### config.mk
export PLATFORM = sky130hd
export DESIGN_NAME = wildcard_byte_signature_scanner
export DESIGN_NICKNAME = d
export VERILOG_FILES = /design/src/sv/wbss_pkg.sv /design/src/sv/wildcard_byte_signature_scanner.sv /design/src/sv/wbss_cell.sv /design/src/sv/wbss_result.sv
export VERILOG_INCLUDE_DIRS = /design/src /design/src/sv
export SDC_FILE = /design/constraint.sdc
export NUM_CORES = 2
export LEC_CHECK = 0
export BUFFER_PORTS_ARGS = -buffer_cell sky130_fd_sc_hd__buf_4
export CAP_MARGIN = 40
export CORE_MARGIN = 3
export CORE_UTILIZATION = 57
export DETAILED_ROUTE_END_ITERATION = 10
export GPL_TIMING_DRIVEN = 0
export PLACE_DENSITY = 0.8
export RECOVER_POWER = 25
export REMOVE_ABC_BUFFERS = 1
export SLEW_MARGIN = 5
export SYNTH_ARGS = -nofsm -noshare
export SYNTH_HDL_FRONTEND = slang
export SYNTH_SLANG_ARGS = --single-unit
### constraint.sdc
create_clock -name i_clk -period 28.8 [get_ports i_clk]
set_input_delay 5.76 -clock i_clk [delete_from_list [all_inputs] [get_ports i_clk]]
set_output_delay 5.76 -clock i_clk [all_outputs]
set_load 0.05 [all_outputs]
### src/sv/wildcard_byte_signature_scanner_defines.svh
// Assertion macros for the wildcard byte signature scanner.
// Included by the top level; expects i_clk and i_rst_n in scope.
`ifndef WILDCARD_BYTE_SIGNATURE_SCANNER_DEFINES_SVH
`define WILDCARD_BYTE_SIGNATURE_SCANNER_DEFINES_SVH

// Same-cycle implication, checked outside reset.
`define WBSS_ASSERT_NOW(label, ante, cons) \
    label: assert property (@(posedge i_clk) disable iff (!i_rst_n) (ante) |-> (cons)) \
        else $error("wbss check failed");

// Next-cycle implication, checked outside reset.
`define WBSS_ASSERT_NEXT(label, ante, cons) \
    label: assert property (@(posedge i_clk) disable iff (!i_rst_n) (ante) |=> (cons)) \
        else $error("wbss check failed");

`endif

### src/sv/wbss_pkg.sv
// Shared types and constants of the wildcard byte signature scanner.
// No dependencies; used by the cell, the result stage and the top level.
`default_nettype none

package wbss_pkg;

    localparam int BYTE_W       = 8;
    localparam int CFG_W        = 7;
    localparam int OUT_OFFSET_W = 32;
    localparam int IN_TDATA_W   = 24;
    localparam int OUT_TDATA_W  = 32;

    // Input tdata layout, lowest bit up
    localparam int IDX_LSB  = 0;
    localparam int IDX_W    = 6;
    localparam int VAL_LSB  = 6;
    localparam int WILD_BIT = 14;
    localparam int BYTE_LSB = 15;

    // Input tuser codes
    localparam logic OP_LOAD = 1'b0;
    localparam logic OP_SCAN = 1'b1;

    typedef struct packed {
        logic              wild;
        logic [BYTE_W-1:0] value;
    } t_sig_entry;

    typedef struct packed {
        logic       shift;
        logic       rot_next;
        logic       rot_prev;
        t_sig_entry ld_entry;
    } t_cell_ctrl;

    typedef struct packed {
        logic                    valid;
        logic                    eoi;
        logic                    guard;
        logic [OUT_OFFSET_W-1:0] offset;
    } t_scan_info;

endpackage

`default_nettype wire

### src/sv/wildcard_byte_signature_scanner.sv
// Wildcard byte signature scanner, top level; uses wbss_pkg, wbss_cell, wbss_result.
// Throughput: one beat per cycle, loads and scans alike, while the output is taken
// and the ring is aligned. Scan results pass the hit registers, then the output register.
// A pattern_length write rotates the signature ring one cell per cycle while the input
// stalls, until it matches the new length. Reset is synchronous, active low,
// clears control state and sets pattern_length to 1; no clearing pass.
`default_nettype none
`include "wildcard_byte_signature_scanner_defines.svh"

module wildcard_byte_signature_scanner #(
    parameter int MAX_PATTERN = 64,
    parameter int OFFSET_BITS = 32
) (
    input  logic                               i_clk,
    input  logic                               i_rst_n,
    // input stream
    input  logic                               i_s_tvalid,
    output logic                               o_s_tready,
    // fields, lowest bit up: pattern_index[5:0], pattern_value[13:6],
    // pattern_wild[14], data_byte[22:15], zero pad[23]
    input  logic [wbss_pkg::IN_TDATA_W-1:0]    i_s_tdata,
    // fields: opcode[0]
    input  logic [0:0]                         i_s_tuser,
    // end_of_image
    input  logic                               i_s_tlast,
    // result stream
    output logic                               o_m_tvalid,
    input  logic                               i_m_tready,
    // fields: match_offset[31:0]
    output logic [wbss_pkg::OUT_TDATA_W-1:0]   o_m_tdata,
    // fields: match_found[0]
    output logic [0:0]                         o_m_tuser,
    // pattern_length write channel
    input  logic                               i_cfg_valid,
    output logic                               o_cfg_ready,
    input  logic [wbss_pkg::CFG_W-1:0]         i_cfg_data
);
    import wbss_pkg::*;

    localparam int LW = $clog2(MAX_PATTERN + 1);
    localparam int SW = $clog2(2 * MAX_PATTERN);
    localparam int AW = LW + 1;
    localparam int CW = (OFFSET_BITS > LW) ? OFFSET_BITS : LW;

    // Organization: cell c holds window byte of age MAX_PATTERN-1-c (the newest
    // byte enters at the top cell and moves down one cell per scan beat) and
    // signature entry (c + len - MAX_PATTERN) mod MAX_PATTERN. With that
    // alignment, every active entry sits in the cell whose window byte it is
    // compared with; the active cells are the top len cells.
    // Changing len rotates the signature ring toward the new alignment, one
    // position per cycle, while the input is held off.

    logic [CFG_W-1:0]        r_cfg_len;
    logic [LW-1:0]           eff_len;
    logic [LW-1:0]           r_align;
    logic                    aligned;
    logic                    rot_next;
    logic                    rot_prev;

    logic                    opcode;
    logic [IDX_W-1:0]        ld_idx;
    logic [BYTE_W-1:0]       ld_value;
    logic                    ld_wild;
    logic [BYTE_W-1:0]       scan_byte;
    logic                    eoi;

    logic                    accept;
    logic                    scan_fire;
    logic                    load_fire;
    logic                    idx_ok;
    logic [SW-1:0]           ld_sum;
    logic [SW-1:0]           ld_cell;

    logic [OFFSET_BITS-1:0]  r_seen;
    logic [OFFSET_BITS-1:0]  n_seen;
    logic [CW-1:0]           seen_ext;
    logic [CW-1:0]           len_ext;
    logic [CW-1:0]           diff;

    t_scan_info              r_s1;
    logic                    w_take;
    t_cell_ctrl              w_ctrl;
    logic [MAX_PATTERN-1:0]  w_ld_sel;
    logic [MAX_PATTERN-1:0]  w_active;
    logic [MAX_PATTERN-1:0]  w_hits;
    logic [BYTE_W-1:0]       w_win [MAX_PATTERN];
    t_sig_entry              w_sig [MAX_PATTERN];

    // Clamp pattern_length: zero acts as one, above the depth acts as the depth
    always_comb begin
        if (r_cfg_len == '0) begin
            eff_len = LW'(1);
        end else if (int'(r_cfg_len) > MAX_PATTERN) begin
            eff_len = LW'(MAX_PATTERN);
        end else begin
            eff_len = LW'(r_cfg_len);
        end
    end

    assign aligned     = (r_align == eff_len);
    assign rot_next    = !aligned && (eff_len > r_align);
    assign rot_prev    = !aligned && (eff_len < r_align);
    assign o_cfg_ready = aligned;

    // Unpack the input beat
    assign opcode    = i_s_tuser[0];
    assign ld_idx    = i_s_tdata[IDX_LSB +: IDX_W];
    assign ld_value  = i_s_tdata[VAL_LSB +: BYTE_W];
    assign ld_wild   = i_s_tdata[WILD_BIT];
    assign scan_byte = i_s_tdata[BYTE_LSB +: BYTE_W];
    assign eoi       = i_s_tlast;

    // Take a beat while the ring is aligned and stage one is free or drains this cycle
    assign o_s_tready = aligned && (!r_s1.valid || w_take);
    assign accept     = i_s_tvalid && o_s_tready;
    assign scan_fire  = accept && (opcode == OP_SCAN);

    // Map a load index onto its ring cell; ignore indexes beyond the depth
    assign idx_ok    = (int'(ld_idx) < MAX_PATTERN);
    assign load_fire = accept && (opcode == OP_LOAD) && idx_ok;
    assign ld_sum    = SW'(ld_idx) + SW'(MAX_PATTERN) - SW'(r_align);
    assign ld_cell   = (ld_sum >= SW'(MAX_PATTERN)) ? (ld_sum - SW'(MAX_PATTERN)) : ld_sum;

    // Byte counter saturates; the offset comes from the count after this byte
    assign n_seen   = (&r_seen) ? r_seen : (r_seen + OFFSET_BITS'(1));
    assign seen_ext = CW'(n_seen);
    assign len_ext  = CW'(eff_len);
    assign diff     = seen_ext - len_ext;

    always_ff @(posedge i_clk) begin
        if (!i_rst_n) begin
            r_cfg_len <= CFG_W'(1);
            r_align   <= LW'(1);
            r_seen    <= '0;
            r_s1      <= '0;
        end else begin
            if (i_cfg_valid && o_cfg_ready) begin
                r_cfg_len <= i_cfg_data;
            end
            if (rot_next) begin
                r_align <= r_align + LW'(1);
            end else if (rot_prev) begin
                r_align <= r_align - LW'(1);
            end
            // The final byte always closes the image
            if (scan_fire) begin
                r_seen <= eoi ? '0 : n_seen;
            end
            if (accept) begin
                r_s1.valid <= scan_fire;
            end else if (w_take) begin
                r_s1.valid <= 1'b0;
            end
            if (scan_fire) begin
                r_s1.eoi    <= eoi;
                r_s1.guard  <= (seen_ext >= len_ext);
                r_s1.offset <= OUT_OFFSET_W'(diff);
            end
        end
    end

    // Broadcast controls for the cell row
    assign w_ctrl.shift          = scan_fire;
    assign w_ctrl.rot_next       = rot_next;
    assign w_ctrl.rot_prev       = rot_prev;
    assign w_ctrl.ld_entry.wild  = ld_wild;
    assign w_ctrl.ld_entry.value = ld_value;

    for (genvar c = 0; c < MAX_PATTERN; c++) begin : g_cell
        localparam logic [AW-1:0] CELL_POS = AW'(c);
        localparam int            UP       = (c + 1) % MAX_PATTERN;
        localparam int            DOWN     = (c + MAX_PATTERN - 1) % MAX_PATTERN;

        logic [BYTE_W-1:0] win_in;

        assign w_ld_sel[c] = load_fire && (ld_cell == SW'(c));
        assign w_active[c] = (CELL_POS + AW'(eff_len)) >= AW'(MAX_PATTERN);

        // the top cell takes the new byte; the others take the cell above
        if (c == MAX_PATTERN - 1) begin : g_top
            assign win_in = scan_byte;
        end else begin : g_mid
            assign win_in = w_win[c + 1];
        end

        wbss_cell u_cell (
            .i_clk      (i_clk),
            .i_ctrl     (w_ctrl),
            .i_ld       (w_ld_sel[c]),
            .i_active   (w_active[c]),
            .i_win_in   (win_in),
            .o_win      (w_win[c]),
            .i_sig_next (w_sig[UP]),
            .i_sig_prev (w_sig[DOWN]),
            .o_sig      (w_sig[c]),
            .o_hit      (w_hits[c])
        );
    end

    wbss_result #(
        .MAX_PATTERN (MAX_PATTERN)
    ) u_result (
        .i_clk      (i_clk),
        .i_rst_n    (i_rst_n),
        .i_info     (r_s1),
        .i_hits     (w_hits),
        .o_take     (w_take),
        .o_m_tvalid (o_m_tvalid),
        .i_m_tready (i_m_tready),
        .o_m_tdata  (o_m_tdata),
        .o_m_tuser  (o_m_tuser)
    );

    // A realignment step moves the ring every cycle until it lands
    `WBSS_ASSERT_NEXT(a_realign_moves, r_align != eff_len, r_align != $past(r_align))
    // No load may write the ring while it is being rotated
    `WBSS_ASSERT_NOW(a_no_load_in_rotate, !aligned, w_ld_sel == '0)
    // A scan held in stage one stays there while the output beat is stalled
    `WBSS_ASSERT_NEXT(a_s1_holds, r_s1.valid && o_m_tvalid && !i_m_tready, r_s1.valid)

endmodule

`default_nettype wire

### src/sv/wbss_cell.sv
// One compare cell: a window byte, a signature entry and a registered hit.
// Depends on wbss_pkg.
`default_nettype none

module wbss_cell (
    input  logic                          i_clk,
    input  wbss_pkg::t_cell_ctrl          i_ctrl,
    input  logic                          i_ld,
    input  logic                          i_active,
    input  logic [wbss_pkg::BYTE_W-1:0]   i_win_in,
    output logic [wbss_pkg::BYTE_W-1:0]   o_win,
    input  wbss_pkg::t_sig_entry          i_sig_next,
    input  wbss_pkg::t_sig_entry          i_sig_prev,
    output wbss_pkg::t_sig_entry          o_sig,
    output logic                          o_hit
);
    import wbss_pkg::*;

    logic [BYTE_W-1:0] r_win;
    logic [BYTE_W-1:0] n_win;
    t_sig_entry        r_sig;
    t_sig_entry        n_sig;
    logic              r_hit;
    logic              n_hit;

    always_comb begin
        n_win = i_ctrl.shift ? i_win_in : r_win;
        // compare the incoming window byte against the current entry
        n_hit = i_ctrl.shift ? (!i_active || r_sig.wild || (r_sig.value == i_win_in)) : r_hit;
        if (i_ld) begin
            n_sig = i_ctrl.ld_entry;
        end else if (i_ctrl.rot_next) begin
            n_sig = i_sig_next;
        end else if (i_ctrl.rot_prev) begin
            n_sig = i_sig_prev;
        end else begin
            n_sig = r_sig;
        end
    end

    always_ff @(posedge i_clk) begin
        r_win <= n_win;
        r_sig <= n_sig;
        r_hit <= n_hit;
    end

    assign o_win = r_win;
    assign o_sig = r_sig;
    assign o_hit = r_hit;

endmodule

`default_nettype wire

### src/sv/wbss_result.sv
// Result stage: reduce cell hits, track the reported flag, hold the output beat.
// Depends on wbss_pkg.
`default_nettype none

module wbss_result #(
    parameter int MAX_PATTERN = 64
) (
    input  logic                                i_clk,
    input  logic                                i_rst_n,
    input  wbss_pkg::t_scan_info                i_info,
    input  logic [MAX_PATTERN-1:0]              i_hits,
    output logic                                o_take,
    output logic                                o_m_tvalid,
    input  logic                                i_m_tready,
    output logic [wbss_pkg::OUT_TDATA_W-1:0]    o_m_tdata,
    output logic [0:0]                          o_m_tuser
);
    import wbss_pkg::*;

    logic                    r_valid;
    logic                    r_reported;
    logic                    r_found;
    logic [OUT_OFFSET_W-1:0] r_offset;
    logic                    n_emit;
    logic                    n_reported;
    logic                    n_found;
    logic [OUT_OFFSET_W-1:0] n_offset;
    logic                    found;

    assign found  = (&i_hits) && i_info.guard;
    assign o_take = i_info.valid && (!r_valid || i_m_tready);

    always_comb begin
        n_emit     = 1'b0;
        n_reported = r_reported;
        n_found    = 1'b0;
        n_offset   = '0;
        if (r_reported) begin
            // drop bytes until the image closes
            if (i_info.eoi) begin
                n_reported = 1'b0;
            end
        end else if (found) begin
            n_emit     = 1'b1;
            n_found    = 1'b1;
            n_offset   = i_info.offset;
            n_reported = !i_info.eoi;
        end else if (i_info.eoi) begin
            n_emit = 1'b1;
        end
    end

    always_ff @(posedge i_clk) begin
        if (!i_rst_n) begin
            r_valid    <= 1'b0;
            r_reported <= 1'b0;
        end else if (o_take) begin
            r_valid    <= n_emit;
            r_reported <= n_reported;
        end else if (i_m_tready) begin
            r_valid <= 1'b0;
        end
    end

    always_ff @(posedge i_clk) begin
        if (o_take && n_emit) begin
            r_found  <= n_found;
            r_offset <= n_offset;
        end
    end

    assign o_m_tvalid   = r_valid;
    assign o_m_tdata    = OUT_TDATA_W'(r_offset);
    assign o_m_tuser[0] = r_found;

endmodule

`default_nettype wire

==> results.txt <==
CTS Hold Buffers Added - 0
Hold Path Sink - r_s1[16]
first-pass GRT wire length - 241 mm
Warnings, synthesis - 0
CORE AREA - 104000 um2
die width - 332 um
fin crit period - 12.72 ns
placed wire-length estimate - 110 mm
Synth-to-Final Area Change - 10.5%
GPL Wtd Cong - 0.946
FMAX - 78.6 MHz
max cap viols - 2
Setup CP Type - in2out
reg2reg end - r_align[6]
period utilisation layout - 44.2%
Worst Clk Skew - 0.0330 ns
sequential fraction of the synthesis area - 61.3%
combinational fraction of design power - 37.0%
DRC viols - 0
status - finished with violations
post-synthesis cell count - 5007
min-delay worst type - reg2reg
post-synthesis instance area - 60400 um2
post-layout instance area - 66800 um2
P_int - 0.00499 W
CTS H-tree depth - 3
Worst-path clk slew - 0.06 ns
Hold Crit Start - r_s1[16]
grt total ovfl - 0
Post-CTS Resized - 0
RR Startpoint - r_cfg_len[6]
Setup crit end kind - output port
CP arrival - 6.96 ns
fin. max-slew vios - 65
failing checks - capacitance limit, slew limit
ys flop type - edfxtp_1
Nets - 5064
placed cell count - 6255
Sw Pwr - 0.00282 W
Fin Hold WS - 0.451 ns
worst-margin pin slew - 1.79 ns
Area after DPL - 62800 um2
DIE HEIGHT - 332 um
cell taking the most area after synthesis - edfxtp_1
CTS root buf - clkbuf_16
ranking of synthesized cells by area - edfxtp_1, mux2i_1, a21oi_1, xor2_1, nor2_1
die area - 110000 um2
final wirelength - 159 mm
Vias - 40800
VDD IR max - 0.105 mV
Leak - 23.3 nW
share of the synthesized area in the top cell type - 58.5%
Max-slew headroom - -19.2%
share of cells above drive strength 1 - 7.15%
largest net degree at the start of global routing - 94
PwrDens - 117 nW/um2
asr flop ratio synth - 0%
number of diodes - 0
Clock Latency Late Sink - 0.73 ns
Seq cells post-synth - 1260
CTS Buffer Depth - 3
sequential power share - 42.2%
Worst Path Max Fanout - 5
RSZ-0062 raised after global routing - false
final setup violation count - 0
total CTS buffers - 120
Overall Global Routing Usage - 28.1%
CTS tree - yes
Detail Route Antenna Nets - 0
Pre-antenna DRT Iters - 8
DRT iter0 DRCs - 5375
final hold vios - 0
wire length per cell - 24.6 um
Avg Synthesized Cell Area - 12.1 um2
Netlist cell types - 84
R2R depth - 19
row cnt - 118
DR vias/cell - 6.29
clock power share - 20.8%
hold path cells - 2
I/O Buffers - 72
vias in the first global route - 39100
CTS Sinks - 1260
initial antenna violation count - 6
Net Sw Frac - 36.1%
startpoint types - input pin
worst reg2reg setup slack - 21.25 ns
number of setup buffers added after CTS - 0
Worst Path Required - 23.04 ns
Top Ports - 74
Initial Util - 57.9%
worst setup path start - i_m_tready
Non-Filler Instances - 6483
number of synthesized flops with an enable pin - 1177
[power groups by stage]
stage                     clock (W)  combinational [W]  sequential [W]
final                       0.00163            0.00289         0.00330
after global routing        0.00171            0.00309         0.00335
after detailed placement          0            0.00283         0.00332
after CTS                   0.00164            0.00285         0.00329
after global placement            0            0.00332         0.00348
after floorplan                   0            0.00243         0.00325
[final cells by class]
cell class,instances,area [um2]
inverters,32,128
flip-flops and latches,1260,37000
multi-input cells,3440,22200
repair buffers,146,1690
clock inverters,81,782
fillers,7551,37600
well taps,1380,1730
clock buffers,144,3210
[how the worst max path moves through the flow]
stage	endpoint	slack, ns
floorplan	r_align[5]	-10.88
global placement	r_align[5]	-37.83
global route	o_s_tready	16.01
detailed placement	o_s_tready	16.14
finish	o_s_tready	16.08
CTS	o_s_tready	16.12
[through the flow]
step,utilization (%),setup WS (ns),TNS [ns],power (W)
final,64.0,16.08,0,0.00782
after global routing,64.0,16.01,0,0.00815
after CTS,64.0,16.12,0,0.00777
after detailed placement,60.2,16.14,0,0.00615
after global placement,59.0,-37.83,-,0.00680
after floorplan,-,-10.88,-6208.83,0.00567
[worst max-delay path, cell delays in order]
cell and delay, ns:
clkbuf_4 0.11, nand3b_1 0.36, nand2_1 0.44, inv_1 0.08, buf_4 0.20
[layout by cell type, fill, tap and decap left out, types with 62 or more instances in the layout]
master	netlist	final
xnor2_1	265	265
clkbuf_16	0	122
nand2_1	276	276
o21ai_0	87	88
dfxtp_1	83	83
mux2i_1	585	585
a21oi_1	683	681
buf_4	4	78
edfxtp_1	1177	1177
nand4_1	84	84
nor4_1	79	79
nand3_1	63	62
nor2_1	717	715
xor2_1	310	310
[sequential cells by signal, indices dropped and copies added (netlist names)]
register,count
g_cell.u_cell.o_hit,64
g_cell.u_cell.o_sig,576
g_cell.u_cell.o_win,504
r_align,7
r_cfg_len,7
r_s1,35
r_seen,32
u_result.o_m_tdata,32
u_result.o_m_tuser,1
u_result.o_m_tvalid,1
u_result.r_reported,1
[synth_stat cells (all sizes together) (32+ instances only)]
master and n:
edfxtp 1177, nor2 718, a21oi 683, mux2i 585
xor2 310, nand2 277, xnor2 265, clkbuf 189
nand4 89, o21ai 89, buf 86, dfxtp 83
nor4 83, nand3 64, and2 38, inv 32
[layer usage]
| metal | global-route usage, % | share of wire [%] |
|---|---|---|
| met1 | 38.9 | 40 |
| met2 | 43.8 | 46 |
| met3 | 7.01 | 11 |
| met4 | 9.45 | 3.7 |
| met5 | 0 | 0.023 |
[cells by family (layout without fill, tap and decap cells)]
logic type      after synthesis  after routing  synth area share, %
compound gates              875            875                 7.81
buf+inv                     307            403                 2.02
xor+xnor                    575            575                 8.34
simple gates               1376           1376                 10.3
flops                      1260           1260                 61.3
mux                         585            585                 9.69
fa+ha+maj                    29             29                0.625
Note: power is estimated with default switching activity, not from simulation.
